**src/hdl/assert_macros.svh**
```systemverilog
// Assertion macros used by the top-level RTL file of the sliding window averager.
`ifndef ASSERT_MACROS_SVH
`define ASSERT_MACROS_SVH

// Clocked assertion that is switched off while reset is held.
`define SWA_ASSERT_RST(lbl, clk, rst_n, prop, msg) \
    lbl: assert property (@(posedge clk) disable iff (!rst_n) prop) else $error(msg);

// Clocked assertion that also holds during reset.
`define SWA_ASSERT_ALWAYS(lbl, clk, prop, msg) \
    lbl: assert property (@(posedge clk) prop) else $error(msg);

`endif

```
**src/hdl/swa_pkg.sv**
```systemverilog
// Shared types and constants of the sliding window averager.
package swa_pkg;

    // Configuration bus geometry and register map.
    localparam int APB_DATA_W  = 32;
    localparam int APB_ADDR_W  = 3;
    localparam int CFG_BYTE_W  = 8;
    localparam logic REG_WINDOW_SIZE = 1'b0;   // selected by paddr[2]

    // Divider handshake, driven by the control logic.
    typedef struct packed {
        logic start;
        logic take;
    } t_div_ctl;

    // Divider status back to the control logic.
    typedef struct packed {
        logic busy;
        logic done;
    } t_div_sts;

endpackage

```
**src/hdl/swa_ring.sv**
```systemverilog
// Sample ring memory: one write port, one read port, registered read data.
module swa_ring #(
    parameter int DEPTH  = 64,
    parameter int WIDTH  = 16,
    parameter int ADDR_W = 6
) (
    input  logic              i_clk,
    input  logic              i_we,
    input  logic [ADDR_W-1:0] i_waddr,
    input  logic [WIDTH-1:0]  i_wdata,
    input  logic              i_re,
    input  logic [ADDR_W-1:0] i_raddr,
    output logic [WIDTH-1:0]  o_rdata
);

    logic [WIDTH-1:0] r_mem [DEPTH];
    logic [WIDTH-1:0] r_rdata;

    // Write port
    always_ff @(posedge i_clk) begin
        if (i_we) begin
            r_mem[i_waddr] <= i_wdata;
        end
    end

    // Read port, registered read data
    always_ff @(posedge i_clk) begin
        if (i_re) begin
            r_rdata <= r_mem[i_raddr];
        end
    end

    assign o_rdata = r_rdata;

endmodule

```
**src/hdl/swa_div.sv**
```systemverilog
// Signed by unsigned restoring divider, one quotient bit per cycle.
module swa_div import swa_pkg::*; #(
    parameter int DVD_W = 23,
    parameter int DVS_W = 7,
    parameter int Q_W   = 16
) (
    input  logic                    i_clk,
    input  logic                    i_rst_n,
    input  t_div_ctl                i_ctl,
    input  logic signed [DVD_W-1:0] i_dividend,
    input  logic [DVS_W-1:0]        i_divisor,
    output t_div_sts                o_sts,
    output logic [Q_W-1:0]          o_quotient
);

    localparam int STEP_W = $clog2(DVD_W + 1);

    logic              r_busy;
    logic              r_done;
    logic              r_neg;
    logic [DVD_W-1:0]  r_quo;
    logic [DVS_W-1:0]  r_rem;
    logic [DVS_W-1:0]  r_div;
    logic [STEP_W-1:0] r_step;

    logic [DVS_W:0]    n_trial;
    logic              n_fits;
    logic [DVD_W-1:0]  n_mag;
    logic [DVD_W-1:0]  n_quo_signed;

    // Trial subtract of the shifted remainder
    always_comb begin
        n_trial = {r_rem, r_quo[DVD_W-1]};
        n_fits  = (n_trial >= {1'b0, r_div});
        n_mag   = i_dividend[DVD_W-1] ? DVD_W'(-i_dividend) : DVD_W'(i_dividend);
    end

    // Iterate: shift the dividend out, the quotient bits in
    always_ff @(posedge i_clk) begin
        if (!i_rst_n) begin
            r_busy <= 1'b0;
            r_done <= 1'b0;
        end else if (i_ctl.start) begin
            r_busy <= 1'b1;
            r_done <= 1'b0;
            r_neg  <= i_dividend[DVD_W-1];
            r_quo  <= n_mag;
            r_rem  <= '0;
            r_div  <= i_divisor;
            r_step <= STEP_W'(DVD_W);
        end else if (r_busy) begin
            r_quo  <= {r_quo[DVD_W-2:0], n_fits};
            r_rem  <= n_fits ? DVS_W'(n_trial - {1'b0, r_div}) : n_trial[DVS_W-1:0];
            r_step <= r_step - STEP_W'(1);
            if (r_step == STEP_W'(1)) begin
                r_busy <= 1'b0;
                r_done <= 1'b1;
            end
        end else if (i_ctl.take) begin
            r_done <= 1'b0;
        end
    end

    // Restore the sign; the average always fits the sample width
    assign n_quo_signed = r_neg ? DVD_W'(-r_quo) : r_quo;
    assign o_quotient   = n_quo_signed[Q_W-1:0];
    assign o_sts.busy   = r_busy;
    assign o_sts.done   = r_done;

endmodule

```
**src/hdl/sliding_window_average_core.sv**
```systemverilog
// Moving average over a ring of recent samples, top level.
//
//  channel   | dir | handshake                         | payload
//  ----------+-----+-----------------------------------+---------------------------
//  s_axis    | in  | s_axis_tvalid / s_axis_tready     | tdata: sample
//  m_axis    | out | m_axis_tvalid / m_axis_tready     | tdata: average, tuser: window_full
//  apb       | in  | psel, penable, pwrite, pready = 1 | window_size at address 0
//
//  Only one item is in flight: the next one is taken once the bit-serial divider
//  has finished and its result has been loaded into the output register.
//  Ring read is issued on acceptance, read-modify-write follows in the next cycle.
//  A finished result waits in the output register; the next item is taken meanwhile.
//  Reset is synchronous; the ring itself is not cleared, its entries are used only
//  once the window is full. A window_size write restarts the filter.
module sliding_window_average_core import swa_pkg::*; #(
    parameter int WINDOW_MAX  = 64,
    parameter int SAMPLE_BITS = 16
) (
    input  logic                          i_clk,
    input  logic                          i_rst_n,
    // sample stream in
    input  logic                          s_axis_tvalid,
    output logic                          s_axis_tready,
    input  logic [((SAMPLE_BITS+7)/8)*8-1:0] s_axis_tdata,  // [SAMPLE_BITS-1:0] sample
    // average stream out
    output logic                          m_axis_tvalid,
    input  logic                          m_axis_tready,
    output logic [((SAMPLE_BITS+7)/8)*8-1:0] m_axis_tdata,  // [SAMPLE_BITS-1:0] average
    output logic [0:0]                    m_axis_tuser,  // [0] window_full
    // configuration
    input  logic                          psel,
    input  logic                          penable,
    input  logic                          pwrite,
    input  logic [APB_ADDR_W-1:0]         paddr,
    input  logic [APB_DATA_W-1:0]         pwdata,
    output logic [APB_DATA_W-1:0]         prdata,
    output logic                          pready
);

    `include "assert_macros.svh"

    localparam int TDATA_W = ((SAMPLE_BITS + 7) / 8) * 8;
    localparam int CNT_W   = $clog2(WINDOW_MAX + 1);
    localparam int ADDR_W  = (WINDOW_MAX > 1) ? $clog2(WINDOW_MAX) : 1;
    localparam int SUM_W   = SAMPLE_BITS + CNT_W;
    localparam int WIN_RST = (8 > WINDOW_MAX) ? WINDOW_MAX : 8;

    typedef enum logic [1:0] {
        ST_IDLE,
        ST_READ,
        ST_DIV
    } t_state;

    t_state                  r_state;
    logic [CNT_W-1:0]        r_window;
    logic [CNT_W-1:0]        r_count;
    logic [ADDR_W-1:0]       r_slot;
    logic signed [SUM_W-1:0] r_sum;
    logic [SAMPLE_BITS-1:0]  r_sample;
    logic                    r_full_pend;
    logic                    r_out_valid;
    logic [SAMPLE_BITS-1:0]  r_avg;
    logic                    r_full;

    logic                    n_accept;
    logic                    n_cfg_wr;
    logic [CFG_BYTE_W-1:0]   n_cfg_byte;
    logic [CNT_W-1:0]        n_cfg_window;
    logic                    n_win_full;
    logic signed [SUM_W-1:0] n_sum;
    logic [CNT_W-1:0]        n_count;
    logic [CNT_W-1:0]        n_slot_inc;
    logic [ADDR_W-1:0]       n_slot;
    logic                    n_out_load;
    logic [SAMPLE_BITS-1:0]  w_old;
    logic [SAMPLE_BITS-1:0]  w_quo;
    t_div_ctl                w_div_ctl;
    t_div_sts                w_div_sts;

    assign n_accept      = s_axis_tvalid && s_axis_tready;
    assign s_axis_tready = (r_state == ST_IDLE);

    // Configuration decode: ignore a zero window, clamp to the ring depth
    assign pready       = 1'b1;
    assign n_cfg_byte   = pwdata[CFG_BYTE_W-1:0];
    assign n_cfg_wr     = psel && penable && pwrite && (paddr[2] == REG_WINDOW_SIZE)
                          && (n_cfg_byte != '0);
    assign n_cfg_window = (n_cfg_byte > CFG_BYTE_W'(WINDOW_MAX)) ? CNT_W'(WINDOW_MAX)
                                                                 : CNT_W'(n_cfg_byte);
    assign prdata       = (paddr[2] == REG_WINDOW_SIZE) ? APB_DATA_W'(r_window) : '0;

    // Sum update: drop the oldest sample once the window is full
    always_comb begin
        n_win_full = (r_count == r_window);
        n_sum      = r_sum + SUM_W'($signed(r_sample))
                     - (n_win_full ? SUM_W'($signed(w_old)) : SUM_W'(0));
        n_count    = n_win_full ? r_count : r_count + CNT_W'(1);
        n_slot_inc = CNT_W'(r_slot) + CNT_W'(1);
        n_slot     = (n_slot_inc >= r_window) ? '0 : n_slot_inc[ADDR_W-1:0];
    end

    assign w_div_ctl.start = (r_state == ST_READ);
    assign n_out_load      = (r_state == ST_DIV) && w_div_sts.done
                             && (!r_out_valid || m_axis_tready);
    assign w_div_ctl.take  = n_out_load;

    // Sample ring: read on acceptance, write back in the next cycle
    swa_ring #(
        .DEPTH  (WINDOW_MAX),
        .WIDTH  (SAMPLE_BITS),
        .ADDR_W (ADDR_W)
    ) u_ring (
        .i_clk   (i_clk),
        .i_we    (r_state == ST_READ),
        .i_waddr (r_slot),
        .i_wdata (r_sample),
        .i_re    (n_accept),
        .i_raddr (r_slot),
        .o_rdata (w_old)
    );

    swa_div #(
        .DVD_W (SUM_W),
        .DVS_W (CNT_W),
        .Q_W   (SAMPLE_BITS)
    ) u_div (
        .i_clk      (i_clk),
        .i_rst_n    (i_rst_n),
        .i_ctl      (w_div_ctl),
        .i_dividend (n_sum),
        .i_divisor  (n_count),
        .o_sts      (w_div_sts),
        .o_quotient (w_quo)
    );

    // Control state, filter state and output register
    always_ff @(posedge i_clk) begin
        if (!i_rst_n) begin
            r_state     <= ST_IDLE;
            r_window    <= CNT_W'(WIN_RST);
            r_count     <= '0;
            r_slot      <= '0;
            r_sum       <= '0;
            r_out_valid <= 1'b0;
        end else begin
            case (r_state)
                ST_IDLE: begin
                    if (n_accept) begin
                        r_sample <= s_axis_tdata[SAMPLE_BITS-1:0];
                        r_state  <= ST_READ;
                    end
                end
                ST_READ: begin
                    r_sum       <= n_sum;
                    r_count     <= n_count;
                    r_slot      <= n_slot;
                    r_full_pend <= (n_count == r_window);
                    r_state     <= ST_DIV;
                end
                ST_DIV: begin
                    if (n_out_load) begin
                        r_state <= ST_IDLE;
                    end
                end
                default: begin
                    r_state <= ST_IDLE;
                end
            endcase

            // Hold the result until taken, refill from the divider
            if (n_out_load) begin
                r_out_valid <= 1'b1;
                r_avg       <= w_quo;
                r_full      <= r_full_pend;
            end else if (m_axis_tready) begin
                r_out_valid <= 1'b0;
            end

            // Restart the filter on a window write
            if (n_cfg_wr) begin
                r_window <= n_cfg_window;
                r_count  <= '0;
                r_slot   <= '0;
                r_sum    <= '0;
            end
        end
    end

    assign m_axis_tvalid   = r_out_valid;
    assign m_axis_tdata    = TDATA_W'(r_avg);
    assign m_axis_tuser[0] = r_full;

    `SWA_ASSERT_RST(a_count_in_window, i_clk, i_rst_n, (r_count <= r_window), "fill count exceeds window")
    `SWA_ASSERT_RST(a_slot_in_window, i_clk, i_rst_n, (CNT_W'(r_slot) < r_window), "write slot outside window")
    `SWA_ASSERT_RST(a_div_idle, i_clk, i_rst_n, (r_state == ST_IDLE) |-> !w_div_sts.busy, "divider busy while idle")
    `SWA_ASSERT_ALWAYS(a_accept_reads, i_clk, (i_rst_n && n_accept) |=> (r_state == ST_READ), "accepted item did not enter read")

endmodule

```
**config.mk**
```make
export PLATFORM = sky130hd
export DESIGN_NAME = sliding_window_average_core
export DESIGN_NICKNAME = d
export VERILOG_FILES = /design/src/hdl/swa_pkg.sv /design/src/hdl/swa_ring.sv /design/src/hdl/swa_div.sv /design/src/hdl/sliding_window_average_core.sv
export VERILOG_INCLUDE_DIRS = /design/src /design/src/hdl
export SDC_FILE = /design/constraint.sdc
export NUM_CORES = 1
export LEC_CHECK = 0
export ABC_AREA = 1
export BUFFER_PORTS_ARGS = -buffer_cell sky130_fd_sc_hd__buf_2
export CAP_MARGIN = 15
export CORE_UTILIZATION = 37
export CTS_CLUSTER_DIAMETER = 150
export DETAILED_ROUTE_END_ITERATION = 10
export MAX_ROUTING_LAYER = met4
export PLACE_DENSITY = 0.6
export SETUP_SLACK_MARGIN = 0.4
export SYNTH_ARGS = -nofsm -noshare
export SYNTH_HDL_FRONTEND = slang
export SYNTH_HIERARCHICAL = 1
export SYNTH_SLANG_ARGS = --single-unit
```
**constraint.sdc**
```tcl
create_clock -name i_clk -period 9.3 [get_ports i_clk]
set_clock_uncertainty 0.05 [all_clocks]
set_input_delay 0.93 -clock i_clk [delete_from_list [all_inputs] [get_ports i_clk]]
set_output_delay 0.93 -clock i_clk [all_outputs]
set_load 0.03 [all_outputs]
```
# Word level (Yosys, flattened, before mapping)
# Memories as Yosys holds them, arrays and structs flattened. A register that Yosys moved wholly into a read port is not among the register bits.
# Cells that the tools add are included.
dict set report classes {
  n_addsub 8
  reduce_logical 22
  magnitude_cmp 3
  bitwise 2
  n_mux 25
  n_eq_ne 8
}
# cell count
set ops {}
lappend ops {{two-way mux 23 bit} 4}
lappend ops {{two-way mux 7 bit} 5}
lappend ops {{adder 23 x 16 -> 23 bit} 1}
lappend ops {{negation 23 bit} 1}
lappend ops {{subtractor 23 bit} 1}
lappend ops {{two-way mux 16 bit} 1}
lappend ops {{negation 16 bit} 1}
lappend ops {{== test 7 bit} 2}
lappend ops {{two-way mux 1 bit} 10}
lappend ops {{AND reduction 2 bit} 5}
lappend ops {{greater-or-equal comparator 8 x 7 -> 1 bit} 1}
lappend ops {{> comparator 8 x 7 -> 1 bit, second input constant} 1}
lappend ops {{nonzero test 8 bit} 1}
lappend ops {{adder 6 x 1 -> 7 bit, second input constant} 1}
lappend ops {{adder 7 x 1 -> 7 bit, second input constant} 1}
lappend ops {{greater-or-equal comparator 7 bit} 1}
lappend ops {{logical AND 1 bit} 7}
lappend ops {{subtractor 7 bit} 1}
lappend ops {{two-way mux 6 bit} 1}
lappend ops {{one-hot mux 2 bit (3 select lines)} 1}
lappend ops {{nonzero test 2 bit} 3}
lappend ops {{== test 5 x 1 -> 1 bit, second input constant} 1}
lappend ops {{two-way mux 5 bit} 1}
lappend ops {{subtractor 5 x 1 -> 5 bit, second input constant} 1}
lappend ops {{11 further kinds} 15}
dict set report totals {
  memories 1
  output_inout_bits 52
  input_bits 58
  reg_bits 125
  wordCells 86
  ram_bits 1024
}
# name depth width read_ports rd_clocked_by_memory_dff write_ports line
set memory_table {}
lappend memory_table {u_ring.r_mem 64 16 1 1 1 swa_ring.sv:16} ;# logic [WIDTH-1:0] r_mem [DEPTH];

# Longest topological paths before layout
dict set report logic_depth {
  word_depth 6
  mapped_depth 32
}

# Hierarchy
# The synthesis kept the hierarchy.
# mod instances cells_each seq_area_each_um2 area_per_inst_um2
set modules_own_cells {}
lappend modules_own_cells {swa_ring 1 3517 31230.0 42259.3}
lappend modules_own_cells {sliding_window_average_core 1 883 1941.9 6160.9}
lappend modules_own_cells {swa_div 1 440 1331.3 3255.6}

# Worst setup path after synthesis
# Ideal clock, no wire load.
dict set report synth_path {
  path_kind {flip-flop to flip-flop}
  start {register r_sample[15]}
  end {register u_div.r_quo[13] (data pin)}
  arrival_time_ns 3.946
  stages_incl_launch_ff 25
  n_path_buf 1
  setup_slack_ns 5.042
  cell_sequence {edfxtp_1 inv_1 fa_1 inv_1 ha_1 nand2_1 inv_1 nand2_1 inv_1 nand2_1 nor2_1 nand2_1 nand3_1 inv_1 nand2_1 nand2_1 inv_1 inv_2 a21oi_1 nor2_2 buf_6 nand2_1 nand2_1 nand3_1 o21ai_0}
}
dict set report synth_between {
  elab_chain_len 4
}
# element line
set synth_rtl {}
lappend synth_rtl {{start, declared} sliding_window_average_core.sv:59} ;# logic [SAMPLE_BITS-1:0] r_sample;
lappend synth_rtl {{start signal, assigned} sliding_window_average_core.sv:149} ;# r_sample <= s_axis_tdata[SAMPLE_BITS-1:0];
lappend synth_rtl {{adder 23 x 16 -> 23 bit} sliding_window_average_core.sv:95} ;# n_sum = r_sum + SUM_W'($signed(r_sample))
lappend synth_rtl {{subtractor 23 bit} sliding_window_average_core.sv:96} ;# - (n_win_full ? SUM_W'($signed(w_old)) : SUM_W'(0));
lappend synth_rtl {{net n_sum[22]} sliding_window_average_core.sv:70} ;# logic signed [SUM_W-1:0] n_sum;
lappend synth_rtl {{two-way mux 23 bit} swa_div.sv:35} ;# n_mag = i_dividend[DVD_W-1] ? DVD_W'(-i_dividend) : DVD_W'(i_dividend);
lappend synth_rtl {{two-way mux 23 bit} swa_div.sv:43} ;# end else if (i_ctl.start) begin
lappend synth_rtl {{end signal, assigned} swa_div.sv:47} ;# r_quo <= n_mag;
lappend synth_rtl {{end signal, assigned} swa_div.sv:52} ;# r_quo <= {r_quo[DVD_W-2:0], n_fits};
lappend synth_rtl {{end, declared} swa_div.sv:21} ;# logic [DVD_W-1:0] r_quo;
# The timed path passes the listed nets, and every way through them passes these cells.
# A chain may end at the register's enable or synchronous reset.

# Worst setup path after layout
# Same ends and word-level chain as after synthesis.

==> impl_metrics.yaml <==
status:
  status: "complete, no violations"
hold_path:
  min_from: "s_axis_tdata[6]"
  whs_path_depth: 1
  hold_class: "in -> reg"
cells_and_area:
  num-nets-final: 4992
  syn2layout_area_growth_pct: 10.31
  nFillCells: 12970
  num_antenna_cells: 0
  multiInputGateArea_sq_mm: 0.01447
  ff_latch_area_sq_mm: 0.03452
  drive_gt1_frac: 0.07466
  final_core_util: 0.4130
floorplanning:
  dieArea_sq_mm: 0.1411
  fp.dieW_microns: 375.7
  io_pins: 110
  num_rows: 136
  core-area_sq_mm: 0.1380
  initial_utilization: 0.3744
  die_h_microns: 375.7
sta:
  hold_viol_final: 0
  setup_viol: 0
  period_share: 0.5481
  max_freq_ghz: 0.1962
  finalMaxSlewViolations: 0
  timing.max_slew.rel_slack: 0.2120
  fin_tns_setup_ps: 0
  worst_pin_slew_ps: 1181
  grt_setup_unrepaired: "no"
  min_period_ps: 5098
cts:
  cts_tree: "done"
  clockRootBuffer: "clkbuf_16"
  cts_setup_buffers: 0
  cts_buffers: 115
  cts.path.max_buffers: 3
  cts_resized: 0
  cts_hold_buf: 0
  cts_sinks: 1165
  clk_latency_ps: 740
  clkTransAtPathRegs_ps: 60
  cts-htree-levels: 3
place:
  port-buffer-count: 57
  place_hpwl_microns: 72670
  globalplace.congestion: 0.8928
global_routing:
  grt_start_max_net_pins: 214
  grt_use_total: 0.1890
  grt_pass1_vias: 32590
  use_met1: 0.2569
  use_met2: 0.3002
  grt.overflow.total: 0
  top_usage_layer: "met2"
  antenna_found_initial: 5
  gr-usage-met3: 0.02406
  grt_pass1_wl_microns: 198300
power_and_ir_drop:
  leakage_nw: 21.50
  peakVddDrop_mv: 0.1412
  powerDensity_mw_per_mm2: 199.0
routing:
  wirelength_microns: 131700
  drcViolationCount: 0
  post_drt_wl_per_cell_microns: 19.31
  dr.pass1.iters: 6
  ant_nets: 0
  vias: 34700
  viasPerCell: 5.089
  drt_iter0_drc: 3232
setup_path:
  reg2reg_depth: 22
  cp.required_ps: 9670
  worstSetupEndpointType: "flip-flop"
  cp_max_fo: 66
  r2r_start: "r_sample[15]$_DFFE_PP_"
  worstPathArrival_ps: 5470
  startpoint: "r_sample[15]$_DFFE_PP_"
  start_kind: "flip-flop"
  path_class: "reg -> reg"
synthesis:
  synth.avg_cell_area_sq_um: 10.68
  netlist_area_sq_mm: 0.05167
  syn_inst: 4839
  yosysWarningCount: 6
job:
  drv_cap: 0
per-stage QoR:
step | hold WS [ps] | area (sq um) | power, mW | worst slack, ps | std cells
floorplan | 350.3 | 51760 | 6.834 | 5042 | 4863
global placement | 373.6 | 53540 | 7.112 | 4195 | 6614
detailed placement | 372.6 | 53540 | 7.123 | 4224 | 6614
CTS | 292.8 | 56990 | 11.43 | 4180 | 6819
global route | 300.3 | 56990 | 11.77 | 3685 | 6819
finish | 338.3 | 56990 | 11.34 | 4202 | 6819
flip-flops by register name, summed over array words and instances (netlist names), 2 cells and up:
name and cells:
u_ring/r_mem 1024, r_sum 23, u_div/r_quo 23, m_axis_tdata 16
r_sample 16, u_ring/o_rdata 16, r_count 7, r_window 7
u_div/r_div 7, u_div/r_rem 7, r_slot 6, u_div/r_step 5
r_state 2
layer usage:
metal,up-vias,part of all wire
met1,16860,0.44
met3,198,0.065
met4,0,0.023
met5,-,0
met2,1103,0.47
li1,16550,-
critical path, stage by stage (launching register included):
cell and delay (ps):
edfxtp_1 320, buf_4 640, inv_1 450, fa_1 630, inv_1 50, ha_1 370
nand2_1 100, inv_1 80, nand2_1 70, inv_1 70, nand2_1 60, nor2_1 80
nand2_1 60, nand3_1 160, nand3_1 90, nand2_1 110, inv_1 320, inv_2 240
a21oi_1 80, nor2_2 400, nand3_1 130, nand3_1 110, o21ai_0 90
power by group:
group          switching (mW)  total (mW)  internal, mW
Sequential             0.0271        5.81          5.79
Clock                    1.94        4.32          2.38
Combinational           0.874        1.21         0.333
Total                    2.84        11.3          8.50
final cells by class:
cell class,instances,share of cell area
Clock inverter,60,0.007376
Tap cell,1863,0.04090
Sequential cell,1165,0.6056
Multi-Input combinational cell,3138,0.2539
Timing Repair Buffer,165,0.01989
Clock buffer,145,0.05319
Inverter,283,0.01912
cells in the final DEF, fill, tap and decap left out, drive strengths merged, types with 46 or more instances in the layout:
cell type and count:
nand2 1665, edfxtp 1117, nand3 968, inv 286, nor2 180, buf 165, clkbuf 145, a21oi 62
clkinv 53, dfxtp 48, o21ai 46
path summary, 6_finish.rpt:
path	slack (ps)	end
worst max-delay path	4200	u_div/r_quo[13]$_DFFE_PP_
worst min-delay path	340	r_sample[6]$_DFFE_PP_
worst max register to register	4200	u_div/r_quo[13]$_DFFE_PP_
worst min register to register	390	m_axis_tuser$_DFFE_PP_
Note: power is estimated with default switching activity, not from simulation.
